==> src/sv/fpr_pkg.sv <==
// ----------------------------------------------------------------------------
// Framed packet receiver package
// Widths, phase codes, result codes and the result payload type.
// ----------------------------------------------------------------------------
package fpr_pkg;

   localparam int BYTE_W  = 8;
   localparam int WORD_W  = 16;
   localparam int INDEX_W = 15;
   localparam int KIND_W  = 2;
   localparam int CAUSE_W = 2;

   // Parse phases of a frame
   typedef enum logic [2:0] {
      PH_START   = 3'd0,
      PH_LENGTH  = 3'd1,
      PH_COMMAND = 3'd2,
      PH_DATA    = 3'd3,
      PH_CHECK   = 3'd4,
      PH_END     = 3'd5
   } phase_type;

   // Result kinds
   localparam logic [KIND_W-1:0] KIND_DATA   = 2'd0;
   localparam logic [KIND_W-1:0] KIND_ACCEPT = 2'd1;
   localparam logic [KIND_W-1:0] KIND_REJECT = 2'd2;

   // Reject causes
   localparam logic [CAUSE_W-1:0] CAUSE_NONE  = 2'd0;
   localparam logic [CAUSE_W-1:0] CAUSE_START = 2'd1;
   localparam logic [CAUSE_W-1:0] CAUSE_SUM   = 2'd2;
   localparam logic [CAUSE_W-1:0] CAUSE_END   = 2'd3;

   // Reply bytes
   localparam logic [BYTE_W-1:0] REPLY_NONE = 8'h00;
   localparam logic [BYTE_W-1:0] REPLY_ACK  = 8'h2D;
   localparam logic [BYTE_W-1:0] REPLY_NAK  = 8'hA5;

   // Control register indexes and reset values
   localparam logic CSR_START_WORD = 1'b0;
   localparam logic CSR_END_WORD   = 1'b1;

   localparam logic [WORD_W-1:0] START_WORD_RESET = 16'h1BE4;
   localparam logic [WORD_W-1:0] END_WORD_RESET   = 16'hE41B;

   // One result beat
   typedef struct packed {
      logic [KIND_W-1:0]  result_kind;
      logic [WORD_W-1:0]  frame_command;
      logic [WORD_W-1:0]  frame_length;
      logic [WORD_W-1:0]  data_word;
      logic [INDEX_W-1:0] data_index;
      logic [CAUSE_W-1:0] error_cause;
      logic [BYTE_W-1:0]  reply_byte;
   } rsp_type;

endpackage

==> src/sv/fpr_channels.sv <==
// ----------------------------------------------------------------------------
// Framed packet receiver channels
// Valid/ready stream interfaces for received bytes and for results.
// ----------------------------------------------------------------------------
interface fpr_req_if;
   logic       valid;
   logic       ready;
   logic [7:0] rx_byte;

   modport source (output valid, output rx_byte, input ready);
   modport sink (input valid, input rx_byte, output ready);
endinterface

interface fpr_rsp_if;
   logic        valid;
   logic        ready;
   logic [1:0]  result_kind;
   logic [15:0] frame_command;
   logic [15:0] frame_length;
   logic [15:0] data_word;
   logic [14:0] data_index;
   logic [1:0]  error_cause;
   logic [7:0]  reply_byte;

   modport source (output valid, output result_kind, output frame_command,
                   output frame_length, output data_word, output data_index,
                   output error_cause, output reply_byte, input ready);
   modport sink (input valid, input result_kind, input frame_command,
                 input frame_length, input data_word, input data_index,
                 input error_cause, input reply_byte, output ready);
endinterface

==> src/sv/fpr_parser.sv <==
// ----------------------------------------------------------------------------
// Framed packet receiver parser
// Pairs bytes into words, walks the frame phases, keeps the checksum and
// forms at most one result per byte pair.
// ----------------------------------------------------------------------------
module fpr_parser import fpr_pkg::*; (
   input  logic              clock,
   input  logic              reset,
   input  logic              in_valid,
   input  logic              in_take,
   input  logic [BYTE_W-1:0] in_byte,
   input  logic [WORD_W-1:0] start_word,
   input  logic [WORD_W-1:0] end_word,
   output logic              res_valid,
   output rsp_type           res
);

   phase_type           phase_ff, phase_in;
   logic [BYTE_W-1:0]   low_ff;
   logic                high_ff;
   logic [WORD_W-1:0]   len_ff;
   logic [INDEX_W-1:0]  remain_ff;
   logic [INDEX_W-1:0]  pos_ff;
   logic [WORD_W-1:0]   sum_ff;
   logic [WORD_W-1:0]   cmd_ff;

   logic [WORD_W-1:0]   word;
   logic                pair;
   logic [WORD_W-1:0]   pair_sum;
   logic [INDEX_W-1:0]  remain_dec;

   assign word       = {in_byte, low_ff};
   assign pair       = in_valid && high_ff;
   assign pair_sum   = sum_ff + {{(WORD_W-BYTE_W){1'b0}}, low_ff}
                              + {{(WORD_W-BYTE_W){1'b0}}, in_byte};
   assign remain_dec = remain_ff - {{(INDEX_W-1){1'b0}}, 1'b1};

   // Next phase on a completed word
   always_comb begin
      phase_in = phase_ff;
      unique case (phase_ff)
         PH_LENGTH:  phase_in = PH_COMMAND;
         PH_COMMAND: phase_in = (remain_ff != '0) ? PH_DATA : PH_CHECK;
         PH_DATA:    phase_in = (remain_dec != '0) ? PH_DATA : PH_CHECK;
         PH_CHECK:   phase_in = (word == sum_ff) ? PH_END : PH_START;
         PH_END:     phase_in = PH_START;
         default:    phase_in = (word == start_word) ? PH_LENGTH : PH_START;
      endcase
   end

   // Result for a completed word
   always_comb begin
      res_valid         = 1'b0;
      res.result_kind   = KIND_DATA;
      res.frame_command = cmd_ff;
      res.frame_length  = len_ff;
      res.data_word     = '0;
      res.data_index    = '0;
      res.error_cause   = CAUSE_NONE;
      res.reply_byte    = REPLY_NONE;
      if (pair) begin
         unique case (phase_ff)
            PH_LENGTH, PH_COMMAND: begin
               res_valid = 1'b0;
            end
            PH_DATA: begin
               res_valid      = 1'b1;
               res.data_word  = word;
               res.data_index = pos_ff;
            end
            PH_CHECK: begin
               if (word != sum_ff) begin
                  res_valid       = 1'b1;
                  res.result_kind = KIND_REJECT;
                  res.error_cause = CAUSE_SUM;
                  res.reply_byte  = REPLY_NAK;
               end
            end
            PH_END: begin
               res_valid = 1'b1;
               if (word != end_word) begin
                  res.result_kind = KIND_REJECT;
                  res.error_cause = CAUSE_END;
                  res.reply_byte  = REPLY_NAK;
               end else begin
                  res.result_kind = KIND_ACCEPT;
                  res.reply_byte  = REPLY_ACK;
               end
            end
            default: begin
               if (word != start_word) begin
                  res_valid         = 1'b1;
                  res.result_kind   = KIND_REJECT;
                  res.frame_command = '0;
                  res.frame_length  = '0;
                  res.error_cause   = CAUSE_START;
                  res.reply_byte    = REPLY_NAK;
               end
            end
         endcase
      end
   end

   // Frame state
   always_ff @(posedge clock) begin
      if (reset) begin
         phase_ff  <= PH_START;
         low_ff    <= '0;
         high_ff   <= 1'b0;
         len_ff    <= '0;
         remain_ff <= '0;
         pos_ff    <= '0;
         sum_ff    <= '0;
         cmd_ff    <= '0;
      end else if (in_take) begin
         if (!high_ff) begin
            low_ff  <= in_byte;
            high_ff <= 1'b1;
         end else begin
            high_ff  <= 1'b0;
            phase_ff <= phase_in;
            unique case (phase_ff)
               PH_LENGTH: begin
                  len_ff    <= word;
                  remain_ff <= word[WORD_W-1:1];
                  pos_ff    <= '0;
                  sum_ff    <= '0;
               end
               PH_COMMAND: begin
                  cmd_ff <= word;
                  sum_ff <= pair_sum;
               end
               PH_DATA: begin
                  sum_ff    <= pair_sum;
                  pos_ff    <= pos_ff + {{(INDEX_W-1){1'b0}}, 1'b1};
                  remain_ff <= remain_dec;
               end
               default: begin
                  sum_ff <= sum_ff;
               end
            endcase
         end
      end
   end

endmodule

==> src/sv/fpr_rsp_queue.sv <==
// ----------------------------------------------------------------------------
// Framed packet receiver result queue
// Output register plus skid entry, so a new result can land while the
// head beat waits for the receiver.
// ----------------------------------------------------------------------------
module fpr_rsp_queue import fpr_pkg::*; (
   input  logic    clock,
   input  logic    reset,
   input  logic    push,
   input  rsp_type push_data,
   output logic    full,
   output logic    out_valid,
   output rsp_type out_data,
   input  logic    out_ready
);

   rsp_type head_ff, head_in;
   rsp_type skid_ff, skid_in;
   logic    head_valid_ff, head_valid_in;
   logic    skid_valid_ff, skid_valid_in;
   logic    pop;

   assign pop       = head_valid_ff && out_ready;
   assign full      = head_valid_ff && skid_valid_ff;
   assign out_valid = head_valid_ff;
   assign out_data  = head_ff;

   // Head and skid update
   always_comb begin
      head_in       = head_ff;
      skid_in       = skid_ff;
      head_valid_in = head_valid_ff;
      skid_valid_in = skid_valid_ff;
      if (pop) begin
         head_in       = skid_valid_ff ? skid_ff : push_data;
         head_valid_in = skid_valid_ff || push;
         skid_in       = push_data;
         skid_valid_in = skid_valid_ff && push;
      end else if (!head_valid_ff) begin
         head_in       = push_data;
         head_valid_in = push;
      end else if (push) begin
         skid_in       = push_data;
         skid_valid_in = 1'b1;
      end
   end

   always_ff @(posedge clock) begin
      if (reset) begin
         head_valid_ff <= 1'b0;
         skid_valid_ff <= 1'b0;
      end else begin
         head_valid_ff <= head_valid_in;
         skid_valid_ff <= skid_valid_in;
      end
   end

   always_ff @(posedge clock) begin
      head_ff <= head_in;
      skid_ff <= skid_in;
   end

endmodule

==> src/sv/framed_packet_receiver_top.sv <==
// ----------------------------------------------------------------------------
// Framed packet receiver
// Reassembles framed command packets from a received byte stream.
// ----------------------------------------------------------------------------
// Usage:
//   req carries one received byte per beat, low byte of each word first.
//   rsp carries at most one result per byte pair: a provisional data word,
//   a frame accept (reply 0x2D) or a frame reject (reply 0xA5) with cause.
//   csr_write_en/csr_index/csr_write_data set the expected start word
//   (index 0) and end word (index 1); write them only while idle.
// Timing:
//   A taken byte sits in the input register; when it moves on, its result,
//   if any, lands in the output register (or the skid entry behind it),
//   which drives rsp.valid. One byte per cycle is sustained while no result
//   finds the queue full; the parse path from input register to result
//   register sets that rate.
// Reset:
//   Synchronous reset drops all valids, restores the register defaults and
//   returns the parser to hunting for a start word on a fresh byte pair.
// Stalls:
//   A held result sits in the output register with a skid entry behind it;
//   req.ready falls only when a byte that produces a result finds both full.
// ----------------------------------------------------------------------------
module framed_packet_receiver_top import fpr_pkg::*; (
   input  logic              clock,
   input  logic              reset,
   fpr_req_if.sink           req,
   fpr_rsp_if.source         rsp,
   input  logic              csr_write_en,
   input  logic              csr_index,
   input  logic [WORD_W-1:0] csr_write_data
);

   logic [WORD_W-1:0] start_word_ff;
   logic [WORD_W-1:0] end_word_ff;
   logic              stage_valid_ff;
   logic [BYTE_W-1:0] stage_byte_ff;

   logic              res_valid;
   rsp_type           res;
   logic              q_full;
   logic              advance;
   rsp_type           q_out;

   // Control registers
   always_ff @(posedge clock) begin
      if (reset) begin
         start_word_ff <= START_WORD_RESET;
         end_word_ff   <= END_WORD_RESET;
      end else if (csr_write_en) begin
         unique case (csr_index)
            CSR_START_WORD: start_word_ff <= csr_write_data;
            CSR_END_WORD:   end_word_ff   <= csr_write_data;
         endcase
      end
   end

   // Input register moves on unless its result finds the queue full
   assign advance   = stage_valid_ff && (!res_valid || !q_full);
   assign req.ready = !stage_valid_ff || advance;

   always_ff @(posedge clock) begin
      if (reset) begin
         stage_valid_ff <= 1'b0;
      end else if (req.valid && req.ready) begin
         stage_valid_ff <= 1'b1;
      end else if (advance) begin
         stage_valid_ff <= 1'b0;
      end
   end

   always_ff @(posedge clock) begin
      if (req.valid && req.ready) begin
         stage_byte_ff <= req.rx_byte;
      end
   end

   fpr_parser u_parser (
      .clock      (clock),
      .reset      (reset),
      .in_valid   (stage_valid_ff),
      .in_take    (advance),
      .in_byte    (stage_byte_ff),
      .start_word (start_word_ff),
      .end_word   (end_word_ff),
      .res_valid  (res_valid),
      .res        (res)
   );

   fpr_rsp_queue u_queue (
      .clock     (clock),
      .reset     (reset),
      .push      (advance && res_valid),
      .push_data (res),
      .full      (q_full),
      .out_valid (rsp.valid),
      .out_data  (q_out),
      .out_ready (rsp.ready)
   );

   // Result beat fields
   assign rsp.result_kind   = q_out.result_kind;
   assign rsp.frame_command = q_out.frame_command;
   assign rsp.frame_length  = q_out.frame_length;
   assign rsp.data_word     = q_out.data_word;
   assign rsp.data_index    = q_out.data_index;
   assign rsp.error_cause   = q_out.error_cause;
   assign rsp.reply_byte    = q_out.reply_byte;

endmodule

==> src/flat_wrapper.sv <==
// flat-port wrapper written by rule: the top's interface ports become plain ports
module framed_packet_receiver_top_flat import fpr_pkg::*;
  (clock, reset, csr_write_en, csr_index, csr_write_data, req_valid, req_rx_byte, req_ready, rsp_valid, rsp_result_kind, rsp_frame_command, rsp_frame_length, rsp_data_word, rsp_data_index, rsp_error_cause, rsp_reply_byte, rsp_ready);
  fpr_req_if req_i ();
  fpr_rsp_if rsp_i ();
  input  logic clock;
  input  logic reset;
  input  logic csr_write_en;
  input  logic csr_index;
  input  logic [WORD_W-1:0] csr_write_data;
  input wire logic [$bits(req_i.valid)-1:0] req_valid;
  input wire logic [$bits(req_i.rx_byte)-1:0] req_rx_byte;
  output wire logic [$bits(req_i.ready)-1:0] req_ready;
  output wire logic [$bits(rsp_i.valid)-1:0] rsp_valid;
  output wire logic [$bits(rsp_i.result_kind)-1:0] rsp_result_kind;
  output wire logic [$bits(rsp_i.frame_command)-1:0] rsp_frame_command;
  output wire logic [$bits(rsp_i.frame_length)-1:0] rsp_frame_length;
  output wire logic [$bits(rsp_i.data_word)-1:0] rsp_data_word;
  output wire logic [$bits(rsp_i.data_index)-1:0] rsp_data_index;
  output wire logic [$bits(rsp_i.error_cause)-1:0] rsp_error_cause;
  output wire logic [$bits(rsp_i.reply_byte)-1:0] rsp_reply_byte;
  input wire logic [$bits(rsp_i.ready)-1:0] rsp_ready;
  assign req_i.valid = req_valid;
  assign req_i.rx_byte = req_rx_byte;
  assign req_ready = req_i.ready;
  assign rsp_valid = rsp_i.valid;
  assign rsp_result_kind = rsp_i.result_kind;
  assign rsp_frame_command = rsp_i.frame_command;
  assign rsp_frame_length = rsp_i.frame_length;
  assign rsp_data_word = rsp_i.data_word;
  assign rsp_data_index = rsp_i.data_index;
  assign rsp_error_cause = rsp_i.error_cause;
  assign rsp_reply_byte = rsp_i.reply_byte;
  assign rsp_i.ready = rsp_ready;
  framed_packet_receiver_top u_core (.clock(clock), .reset(reset), .req(req_i), .rsp(rsp_i), .csr_write_en(csr_write_en), .csr_index(csr_index), .csr_write_data(csr_write_data));
endmodule
==> config.mk <==
export PLATFORM = sky130hd
export DESIGN_NAME = framed_packet_receiver_top_flat
export DESIGN_NICKNAME = d
export VERILOG_FILES = /design/src/sv/fpr_pkg.sv /design/src/sv/fpr_channels.sv /design/src/sv/fpr_parser.sv /design/src/sv/fpr_rsp_queue.sv /design/src/sv/framed_packet_receiver_top.sv /design/src/flat_wrapper.sv
export SDC_FILE = /design/constraint.sdc
export NUM_CORES = 1
export LEC_CHECK = 0
export ABC_AREA = 1
export BUFFER_PORTS_ARGS = -buffer_cell sky130_fd_sc_hd__buf_2
export CELL_PAD_IN_SITES_DETAIL_PLACEMENT = 0
export CELL_PAD_IN_SITES_GLOBAL_PLACEMENT = 1
export CORE_UTILIZATION = 46
export CTS_CLUSTER_SIZE = 10
export DETAILED_ROUTE_END_ITERATION = 7
export PLACE_DENSITY = 0.85
export REMOVE_ABC_BUFFERS = 1
export SLEW_MARGIN = 20
export SYNTH_ARGS = -nofsm -noshare
export SYNTH_HDL_FRONTEND = slang
export SYNTH_HIERARCHICAL = 1
export SYNTH_SLANG_ARGS = --single-unit
==> constraint.sdc <==
create_clock -name clock -period 4.8 [get_ports clock]
set_clock_uncertainty 0.15 [all_clocks]
set_input_delay 0.72 -clock clock [delete_from_list [all_inputs] [get_ports clock]]
set_output_delay 0.72 -clock clock [all_outputs]
set_load 0.01 [all_outputs]
# After elaboration in Yosys (flattened, before gate mapping)
# Cells that the tools add are included.
# W data, S select, Z words.
[op_classes]
add_sub_neg = 4
eq_ne = 11
n_mux = 38
bitwise_logic = 2
n_reduce_logical = 34
[op_table]
columns = ["cell", "n"]
rows = [
  ["$mux W75", 7],
  ["$pmux W15 S2", 2],
  ["$ne A16 B16 Y1", 3],
  ["$mux W34", 1],
  ["$add A16 B8 Y16", 2],
  ["$eq A16 B16 Y1", 2],
  ["$mux W32", 1],
  ["$pmux W16 S2", 1],
  ["$mux W31", 1],
  ["$pmux W10 S3", 1],
  ["$reduce_bool A15 Y1", 2],
  ["$add A15 B1 Y15 const B", 1],
  ["$pmux W3 S5", 1],
  ["$sub A15 B1 Y15 const B", 1],
  ["$mux W1", 12],
  ["$reduce_and A3 Y1", 4],
  ["$mux W10", 1],
  ["$reduce_and A2 Y1", 5],
  ["$reduce_bool A2 Y1", 5],
  ["$mux W3", 3],
  ["$mux W9", 1],
  ["$mux W8", 1],
  ["$logic_and A1 B1 Y1", 7],
  ["$eq A3 B2 Y1 const B", 2],
  ["other kinds (12)", 22],
]
[totals]
register_bits = 283
output_inout_bits = 77
wordCells = 117

# Longest topological paths before layout
# Gate-level depths: netlist (run 1).
[depth]
ltp_word = 11
depth_mapped = 21

# Cells and area by module
# The synthesis (run 1) kept the hierarchy.
[by_module_without_submodules]
columns = ["mod", "instances", "cells_each", "area_each_um2"]
rows = [
  ["fpr_rsp_queue", 1, 415, 5713.0],
  ["fpr_parser", 1, 838, 5647.9],
  ["framed_packet_receiver_top", 1, 176, 1537.7],
]

# Worst setup path before layout (run 1)
# No wires, ideal clock.
[synth_timing]
path_kind = "register -> register"
startpoint = "reg u_core.stage_byte_ff[7]"
endpoint = "reg u_core/u_queue/skid_ff[0] (netlist bit) (enable)"
t_arrival_ns = 3.490
required_time_ns = 4.221
slack_ns = 0.731
path_stages_with_launch = 14
n_path_buf = 1
period_less_slack_ns = 4.069
path_cell_list = "edfxtp_1 > buf_2 > xor2_1 > nor2_1 > nand2_1 > nor2_1 > nand3_1 > nand3_1 > a41oi_1 > a21boi_0 > nand2_1 > inv_1 > o21ai_0 > inv_1"
[synth_between]
elab_chain_cells = 10
word_cells_on_any_way = 12
classes_between = "eq/ne (2); mux (4); reduce/logical (6)"
[synth_lines]
columns = ["element", "line_no", "source"]
rows = [
  ["start, declared", "framed_packet_receiver_top.sv:37", "logic [BYTE_W-1:0] stage_byte_ff;"],
  ["start signal, assigned", "framed_packet_receiver_top.sv:74", "stage_byte_ff <= req.rx_byte;"],
  ["$ne A16 B16 Y1 (on tied branches)", "fpr_parser.sv:91, fpr_parser.sv:72", ""],
  ["$mux W1 (on tied branches)", "fpr_parser.sv:91, fpr_parser.sv:72", ""],
  ["$pmux W1 S3 *", "fpr_parser.sv:62", "unique case (phase_ff)"],
  ["$mux W1 *", "fpr_parser.sv:61", "if (pair) begin"],
  ["named net u_core.res_valid", "framed_packet_receiver_top.sv:39", "logic res_valid;"],
  ["$logic_not A1 Y1 *", "framed_packet_receiver_top.sv:59", "assign advance = stage_valid_ff && (!res_valid || !q_full);"],
  ["$logic_or A1 B1 Y1 *", "framed_packet_receiver_top.sv:59", ""],
  ["$logic_and A1 B1 Y1 *", "framed_packet_receiver_top.sv:59", ""],
  ["named net u_core.advance", "framed_packet_receiver_top.sv:42", "logic advance;"],
  ["$logic_and A1 B1 Y1 *", "framed_packet_receiver_top.sv:93", ".push (advance && res_valid),"],
  ["$reduce_bool A2 Y1 (no source line) *", "n/a", ""],
  ["$reduce_and A2 Y1 (no source line) *", "n/a", ""],
  ["end signal, assigned", "fpr_rsp_queue.sv:60", "skid_ff <= skid_in;"],
  ["end, declared", "fpr_rsp_queue.sv:18", "rsp_type skid_ff, skid_in;"],
]
# The timed path passes the listed nets; every way through them passes the cells marked *.
# A chain may end at the register's enable or synchronous reset.

# Worst setup path in the final report (run 1)
[layout_timing]
startpoint = "reg u_core.stage_byte_ff[5]"
endpoint = "reg u_core.u_parser.len_ff[8]"
[layout_between]
elab_chain_cells = 8
word_cells_on_any_way = 10
classes_between = "eq/ne (2); mux (4); reduce/logical (4)"
[layout_lines]
columns = ["element", "line_no", "source"]
rows = [
  ["$ne A16 B16 Y1 (on tied branches)", "fpr_parser.sv:91, fpr_parser.sv:72", ""],
  ["$mux W1 (on tied branches)", "fpr_parser.sv:91, fpr_parser.sv:72", ""],
  ["$pmux W1 S3 *", "fpr_parser.sv:62", ""],
  ["$mux W1 *", "fpr_parser.sv:61", ""],
  ["named net u_core.res_valid", "framed_packet_receiver_top.sv:39", ""],
  ["$logic_not A1 Y1 *", "framed_packet_receiver_top.sv:59", ""],
  ["$logic_or A1 B1 Y1 *", "framed_packet_receiver_top.sv:59", ""],
  ["$logic_and A1 B1 Y1 *", "framed_packet_receiver_top.sv:59", ""],
  ["named net u_core.advance", "framed_packet_receiver_top.sv:42", ""],
  ["$reduce_and A3 Y1 (no source line) *", "n/a", ""],
  ["end signal, assigned", "fpr_parser.sv:124", "len_ff <= word;"],
  ["end, declared", "fpr_parser.sv:21", "logic [WORD_W-1:0] len_ff;"],
]
# Marked as above.

==> flow_metrics.py, run 1 <==
metrics = {
    "finish": {
        "antennaDiodeCount": 0,
        "fill_cells": 2532,
        "stdcell_area_um2": 14500,
        "drive_gt1_share_pct": 12.5,
        "fin_cells": 1900,
        "syn2layout_area_growth_pct": 12.7,
        "num-nets-final": 1554,
        "multi_input_area_um2": 4700,
        "seq_area_um2": 7250,
    },
    "floorplan": {
        "initial_core_util_pct": 47.3,
        "chipHeight_um": 169,
        "num_rows": 60,
        "io_pins": 107,
        "die_area_um2": 28700,
        "core_area_um2": 27300,
        "die_w_um": 169,
    },
    "critical_path": {
        "cp.arrival_ns": 4.21,
        "cp_common_cell": "nand2_1",
        "crit_buf_inv": 2,
        "cp_slowest_cell": "a21boi_0",
        "cp_cell_sequence": "inv_1 -> nand2_1 -> a21oi_1 -> nand2_1 -> nor2_1 -> nand2_1 -> nand2_1 -> a41oi_1 -> a21boi_0 -> nand2_4 -> nor2_2 -> inv_1 -> o21ai_0 -> a21oi_1",
        "critPathMaxStageDelay_ns": 0.53,
        "crit_type": "reg -> reg",
        "worstPathRequired_ns": 5.01,
        "cp-start-kind": "register",
        "worstSetupEndpointType": "register",
        "crit_family": "simple AND/OR/NAND/NOR gates",
        "path_max_fanout": 23,
    },
    "place": {
        "dp.cells": 1840,
        "place_congestion": 0.853,
        "postPlaceCellArea_um2": 13500,
        "hpwl_um": 19400,
        "io_buffers": 106,
    },
    "routing": {
        "ant_nets": 0,
        "dr.first_iter.drc_count": 942,
        "dr.pass1.iters": 5,
        "drt-total-wl_um": 29800,
        "drcViolationCount": 0,
        "avgRoutedWirePerCell_um": 15.7,
        "via_count": 9692,
        "vias_per_cell": 5.10,
    },
    "timing": {
        "hold_viol": 0,
        "max_freq_mhz": 250,
        "slew_headroom_pct": 30.7,
        "fin_crit_ns": 3.99,
        "finalCritPeriodShare_pct": 83.2,
        "worstMarginPinSlew_ns": 1.04,
        "slew_violations": 0,
        "fin_tns_setup_ns": 0,
        "rsz0062_at_grt": "false",
        "setup_viol": 0,
    },
    "yosys": {
        "synth_seq_cells": 283,
        "yosysWarnings": 6,
        "synthCells": 1429,
        "synth_top_area_cell": "edfxtp_1",
        "netlist_area_um2": 12900,
        "synth_ff_type": "edfxtp_1",
        "async_reset_ff_share_pct": 0,
        "synth_area_leaders": "edfxtp_1 37%, dfxtp_1 19%, nand2_1 9.8%, nand3_1 5.0%, nor2_1 4.2%",
        "synth_cell_type_count": 47,
        "synth_edf_count": 158,
        "yosys.area.top_type_share_pct": 36.8,
        "yosysSeqAreaShare_pct": 56.2,
        "avgSynthCellArea_um2": 9.03,
    },
    "run_status": {
        "outcome": "finished clean",
    },
    "min_path": {
        "hp-class": "in -> reg",
    },
    "clock_network": {
        "root_buffer": "clkbuf_16",
        "cts_hold_buf": 0,
        "clkTransAtPathRegs_ns": 0.05,
        "cts_buffer_depth": 3,
        "worst_skew_pair.late_latency_ns": 0.51,
        "ctsResizeCount": 0,
        "cts_tree": "yes",
        "htree_levels": 2,
        "post_cts_buffers": 0,
        "clkSinkCount": 283,
        "cts_buffers": 34,
    },
    "flow_run": {
        "max-cap-violations": 0,
    },
    "power_and_ir_drop": {
        "power_density_nw_per_um2": 357,
        "power_leakage_nw": 6.22,
        "ir_drop_mv": 0.246,
    },
    "global_route": {
        "antenna_found_initial": 0,
        "grt_pass1_vias": 9028,
        "grt_overflow_total": 0,
        "grt_max_degree": 77,
        "grt_pass1_wl_um": 47700,
        "grt_usage_pct": 20.9,
    },
}
synthesized netlist by cell type, types with 2 or more instances:
library cell  count
o21a_1            3
xnor2_1          34
a21boi_0          2
o211ai_1          2
or2_2             2
dfxtp_1         125
nand3_2           3
inv_1           118
buf_6             9
nand4_1          13
nor2_4            5
nor2_2            4
o2111ai_1         2
fa_1              9
ha_1             11
nand2_2           3
nor3_1           28
o21bai_1          2
nand2_1         336
xor2_1           17
a211oi_1          4
clkbuf_1         24
nand3_1         129
buf_4            15
inv_2             8
o21ai_1           4
nand2_4           2
buf_2            32
o21ai_0          74
nor2_1          144
a221oi_1          2
nor4_1            3
edfxtp_1        158
a31oi_1          11
a21oi_1          79
final cells by class:
| cell class | instances | area share, % |
|---|---|---|
| inverters | 127 | 3.31 |
| flip-flops and latches | 283 | 49.9 |
| repair buffers | 120 | 4.46 |
| clock buffers | 56 | 6.57 |
| well taps | 372 | 3.20 |
| clock inverters | 4 | 0.258 |
| multi-input cells | 938 | 32.3 |
where the power goes:
part | switching [mW] | internal [mW] | leakage, nW
Clock | 0.957 | 1.36 | 0.476
Sequential | 0.0452 | 2.57 | 2.72
Combinational | 0.160 | 0.0913 | 3.03
cell families after synthesis:
logic type      Yosys count  synth area share [%]
simple gates            677                  22.5
flops                   283                  56.2
buf+inv                 210                  7.56
compound gates          187                  7.79
xor+xnor                 51                  3.46
fa+ha+maj                20                  2.46
other cells               1                0.0291
worst register-to-register path: cells and delay by family (launching register included):
family | cells | cell delay [ns]
AO/OA/AOI/OAI | 5 | 1.22
AND/OR/NAND/NOR | 7 | 1.26
buffers and inverters | 2 | 0.73
flip-flops | 1 | 0.51
layout by cell type, fill, tap and decap left out, drive strengths merged, types with 3 or more instances in the layout:
master    n
a31oi    11
clkbuf   56
o21ai    78
or2       3
inv     129
conb      3
nand3   132
xor2     17
nand2   341
nand4    13
edfxtp  158
a211oi    4
nor4      3
xnor2    34
o21a      3
a21oi    79
buf     120
ha       11
dfxtp   125
nor2    154
fa        9
nor3     29
sequential cells by signal, indices dropped and copies added, names as in the netlist:
| register | count |
|---|---|
| u_core/end_word_ff | 16 |
| u_core/stage_byte_ff | 8 |
| u_core/stage_valid_ff | 1 |
| u_core/start_word_ff | 16 |
| u_core/u_parser/cmd_ff | 16 |
| u_core/u_parser/high_ff | 1 |
| u_core/u_parser/len_ff | 16 |
| u_core/u_parser/low_ff | 8 |
| u_core/u_parser/phase_ff | 3 |
| u_core/u_parser/pos_ff | 15 |
| u_core/u_parser/remain_ff | 15 |
| u_core/u_parser/sum_ff | 16 |
| u_core/u_queue/out_data | 75 |
| u_core/u_queue/out_valid | 1 |
| u_core/u_queue/skid_ff | 75 |
| u_core/u_queue/skid_valid_ff | 1 |
path summary, 6_finish.rpt:
check / to / cells after the start / start / slack [ns]
max: u_core/u_parser/len_ff[8] / 14 / u_core/stage_byte_ff[5] / 0.81
max reg2reg: u_core/u_parser/len_ff[8] / 14 / u_core/stage_byte_ff[5] / 0.81
min reg2reg: u_core/u_parser/len_ff[4] / 2 / u_core/u_parser/len_ff[4] / 0.30
min: u_core/stage_byte_ff[0] / 1 / req_rx_byte[0] / 0.25
stage by stage:
stage,setup slack [ns],power (mW),utilization [%],hold slack (ns)
3_3_place_gp,1.04,2.91,49.7,0.293
2_1_floorplan,0.449,2.81,-,0.282
3_5_place_dp,0.883,2.92,49.7,0.295
6_report,0.808,5.19,53.3,0.246
5_1_grt,0.481,5.38,53.3,0.228
4_1_cts,0.880,5.24,53.3,0.234
routing by layer:
| metal | global-route usage, % | up-vias | routed length [um] |
|---|---|---|---|
| li1 | - | 4864 | - |
| met1 | 30.8 | 4495 | 14200 |
| met2 | 32.5 | 293 | 13400 |
| met3 | 3.01 | 40 | 1690 |
| met4 | 4.70 | 0 | 471 |
| met5 | 0 | - | 0 |
(Power assumes the default switching activity.)
==> run 2: changes to the inputs <==
Settings changed: ABC_AREA 1 to 0, CORE_UTILIZATION 46 to 49, PLACE_DENSITY 0.85 to 0.86.
Clock period 4.8 ns to 4.1 ns, I/O delays scaled along.
==> run 2 against run 1 <==
The run now ends with DRC left. Maximum frequency up 8.0%. Hold slack worse by 0.11 ns. Core utilization up 3.4 points. Die area down 4.7%. Flip-flop and latch count unchanged. Via count down 11%. Total power up 15%. Register-to-register slack worse by 0.40 ns. Critical path type unchanged. Critical endpoint is now u_core/u_parser/cmd_ff[5]. Largest cell class unchanged. Largest power group unchanged.
==> flow_metrics.py, run 2 <==
metrics = {
    "run_status": {
        "outcome": "finished, violations left",
        "violations": "DRC",
    },
    "routing": {
        "vias_per_cell": 5.42,
        "ant_nets": 0,
        "via_count": 8615,
        "dr.first_iter.drc_count": 630,
        "drt-total-wl_um": 27800,
        "drcViolationCount": 20,
        "avgRoutedWirePerCell_um": 17.5,
        "dr.pass1.iters": 7,
    },
    "floorplan": {
        "io_pins": 107,
        "die_area_um2": 27400,
        "num_rows": 59,
        "core_area_um2": 26100,
        "chipHeight_um": 165,
        "initial_core_util_pct": 50.1,
        "die_w_um": 165,
    },
    "global_route": {
        "grt_max_degree": 59,
        "grt_pass1_vias": 8225,
        "grt_overflow_total": 0,
        "grt_usage_pct": 20.7,
        "grt_pass1_wl_um": 44100,
        "antenna_found_initial": 0,
    },
    "clock_network": {
        "cts_tree": "yes",
        "cts_hold_buf": 0,
        "cts_buffer_depth": 3,
        "cts_buffers": 34,
        "clkTransAtPathRegs_ns": 0.06,
        "root_buffer": "clkbuf_16",
        "htree_levels": 2,
        "worst_skew_pair.late_latency_ns": 0.50,
        "clkSinkCount": 283,
    },
    "yosys": {
        "synthAdderAreaFrac_pct": 2.43,
        "synth_compound_area_share_pct": 8.77,
        "synth_ff_type": "edfxtp_1",
        "synthMuxAreaShare_pct": 8.59,
        "yosysWarnings": 6,
        "synth_edf_count": 158,
        "yosys.area_share.simple_pct": 16.3,
        "yosysSeqAreaShare_pct": 55.4,
        "synth_top_family_by_area": "simple AND/OR/NAND/NOR gates",
        "async_reset_ff_share_pct": 0,
        "avgSynthCellArea_um2": 11.5,
        "synth_cell_type_count": 71,
        "synth_area_leaders": "edfxtp_1 36%, dfxtp_1 19%, mux2_4 5.7%, a21oi_1 3.3%, nand2_1 3.3%",
        "netlist_top_cells_count": "158 x edfxtp_1, 125 x dfxtp_1, 116 x nand2_1",
        "yosys.area.top_type_share_pct": 36.3,
        "synth_top_area_cell": "edfxtp_1",
        "netlist_area_um2": 13100,
        "yosysMostFrequentCell": "edfxtp_1",
        "synth_seq_cells": 283,
        "synthCells": 1138,
        "synth_xor_area_share_pct": 4.42,
    },
    "power_and_ir_drop": {
        "ir_drop_mv": 0.306,
        "switchingPower_mw": 1.28,
        "clkPwrFrac_pct": 44.8,
        "intPower_mw": 4.68,
        "seq_power_share_pct": 51.2,
        "power_leakage_nw": 6.01,
        "pwr-share-comb_pct": 4.1,
        "power_density_nw_per_um2": 402,
        "switching_share_pct": 21.4,
        "power.total_mw": 5.96,
    },
    "finish": {
        "num-nets-final": 1282,
        "multi_input_area_um2": 5340,
        "layout_commonest_cell": "edfxtp_1",
        "seq_area_um2": 7250,
        "most-common-layout-cells": "158 x edfxtp_1, 125 x dfxtp_1, 116 x nand2_1, 105 x buf_2, 87 x a21oi_1",
        "fill_cells": 2232,
        "fin_cells": 1590,
        "drive_gt1_share_pct": 21.8,
        "syn2layout_area_growth_pct": 13.4,
        "antennaDiodeCount": 0,
    },
    "place": {
        "place_congestion": 0.934,
        "dp.cells": 1528,
        "io_buffers": 106,
        "hpwl_um": 18700,
    },
    "critical_path": {
        "cp_common_cell": "nand2_1",
        "cp_slowest_cell": "edfxtp_1",
        "path_depth": 14,
        "crit_type": "reg -> reg",
        "crit_buf_inv": 1,
        "critPathMaxStageDelay_ns": 0.59,
        "cp-start-kind": "register",
        "cp_cell_sequence": "xor2_1 -> nor4_1 -> nand4_1 -> nor3b_1 -> or3_1 -> a21oi_1 -> a21boi_1 -> nand2_1 -> nor3_4 -> nand2_1 -> nor2_1 -> buf_4 -> nand2_1 -> a21oi_1",
        "worstPathRequired_ns": 4.37,
        "path_max_fanout": 16,
        "r2r_cells": 14,
        "crit_family": "simple AND/OR/NAND/NOR gates",
        "worstSetupEndpointType": "register",
        "ff2ff_setup_slack_ns": 0.40,
        "cp.arrival_ns": 3.97,
    },
    "min_path": {
        "worstHoldPathCells": 1,
        "hp-class": "in -> reg",
    },
    "timing": {
        "slew_violations": 0,
        "rsz0062_at_grt": "false",
        "max_freq_mhz": 271,
        "worstMarginPinSlew_ns": 1.08,
        "hold_viol": 0,
        "slew_headroom_pct": 28.2,
        "finalCritPeriodShare_pct": 90.1,
        "setup_viol": 0,
        "fin_crit_ns": 3.70,
    },
    "flow_run": {
        "max-cap-violations": 0,
    },
}
[run 2: changes by cell type after synthesis, moves of 50 or more]
cell	change
and2_1	+63
nand3_1	-102
nor2_1	-73
inv_1	-110
mux2_4	+50
nand2_1	-220
[run 2: layout make-up]
cell class                      count  share of cell area [%]
Clock buffer                       55                    6.33
Clock inverter                      4                   0.261
Inverter                            8                   0.202
Multi-Input combinational cell    764                    36.0
Sequential cell                   283                    48.8
Tap cell                          335                    2.82
Timing Repair Buffer              141                    5.53
[run 2: logic make-up (layout without fill, tap and decap cells)]
| kind of cell | after synthesis | count (layout) |
|---|---|---|
| AO/OA/AOI/OAI | 187 | 187 |
| XOR/XNOR | 66 | 66 |
| adder cells (fa/ha/maj) | 20 | 20 |
| buffers and inverters | 93 | 208 |
| flip-flops | 283 | 283 |
| multiplexers | 84 | 84 |
| other | 1 | 3 |
| AND/OR/NAND/NOR | 404 | 404 |
[run 2: path summary, 6_finish.rpt]
kind	from	endpoint
worst min register to register	u_core/u_parser/len_ff[0]	u_core/u_parser/len_ff[0]
worst max-delay path	u_core/stage_byte_ff[4]	u_core/u_parser/cmd_ff[5]
worst max register to register	u_core/stage_byte_ff[4]	u_core/u_parser/cmd_ff[5]
worst min-delay path	req_rx_byte[0]	u_core/stage_byte_ff[0]
[run 2: routing by layer]
metal,up-vias,part of all wire (%),track usage [%]
met4,0,2.2,6.16
met1,4151,47,29.0
met2,184,47,33.1
met3,43,4.3,3.45
met5,-,0,0
li1,4237,-,-
[run 2: power groups by stage]
stage	clock network [mW]	registers [mW]	logic [mW]
2_1_floorplan	0	3.10	0.127
6_report	2.67	3.05	0.242
5_1_grt	2.85	3.05	0.265
3_3_place_gp	0	3.11	0.233
3_5_place_dp	0	3.11	0.235
4_1_cts	2.73	3.05	0.237
[run 2: repair_timing]
item                                    4_1_cts  5_1_grt
setup buffers                                 0        3
endpoints found under the setup margin        0       38
gates resized for setup                       0        3
endpoints found under the hold margin         0        0
[run 2: per-stage QoR]
stage | area (um2) | setup slack [ns] | setup TNS (ns) | util [%] | hold slack [ns]
finish | 14800 | 0.404 | 0 | 56.8 | 0.140
global route | 14800 | 0.0503 | 0 | 56.8 | 0.129
CTS | 14800 | 0.106 | 0 | 56.6 | 0.128
detailed placement | 13800 | 0.167 | 0 | 52.9 | 0.294
global placement | 13800 | 0.295 | 0 | 52.9 | 0.289
floorplan | 12600 | -0.00445 | -0.00445 | - | 0.276
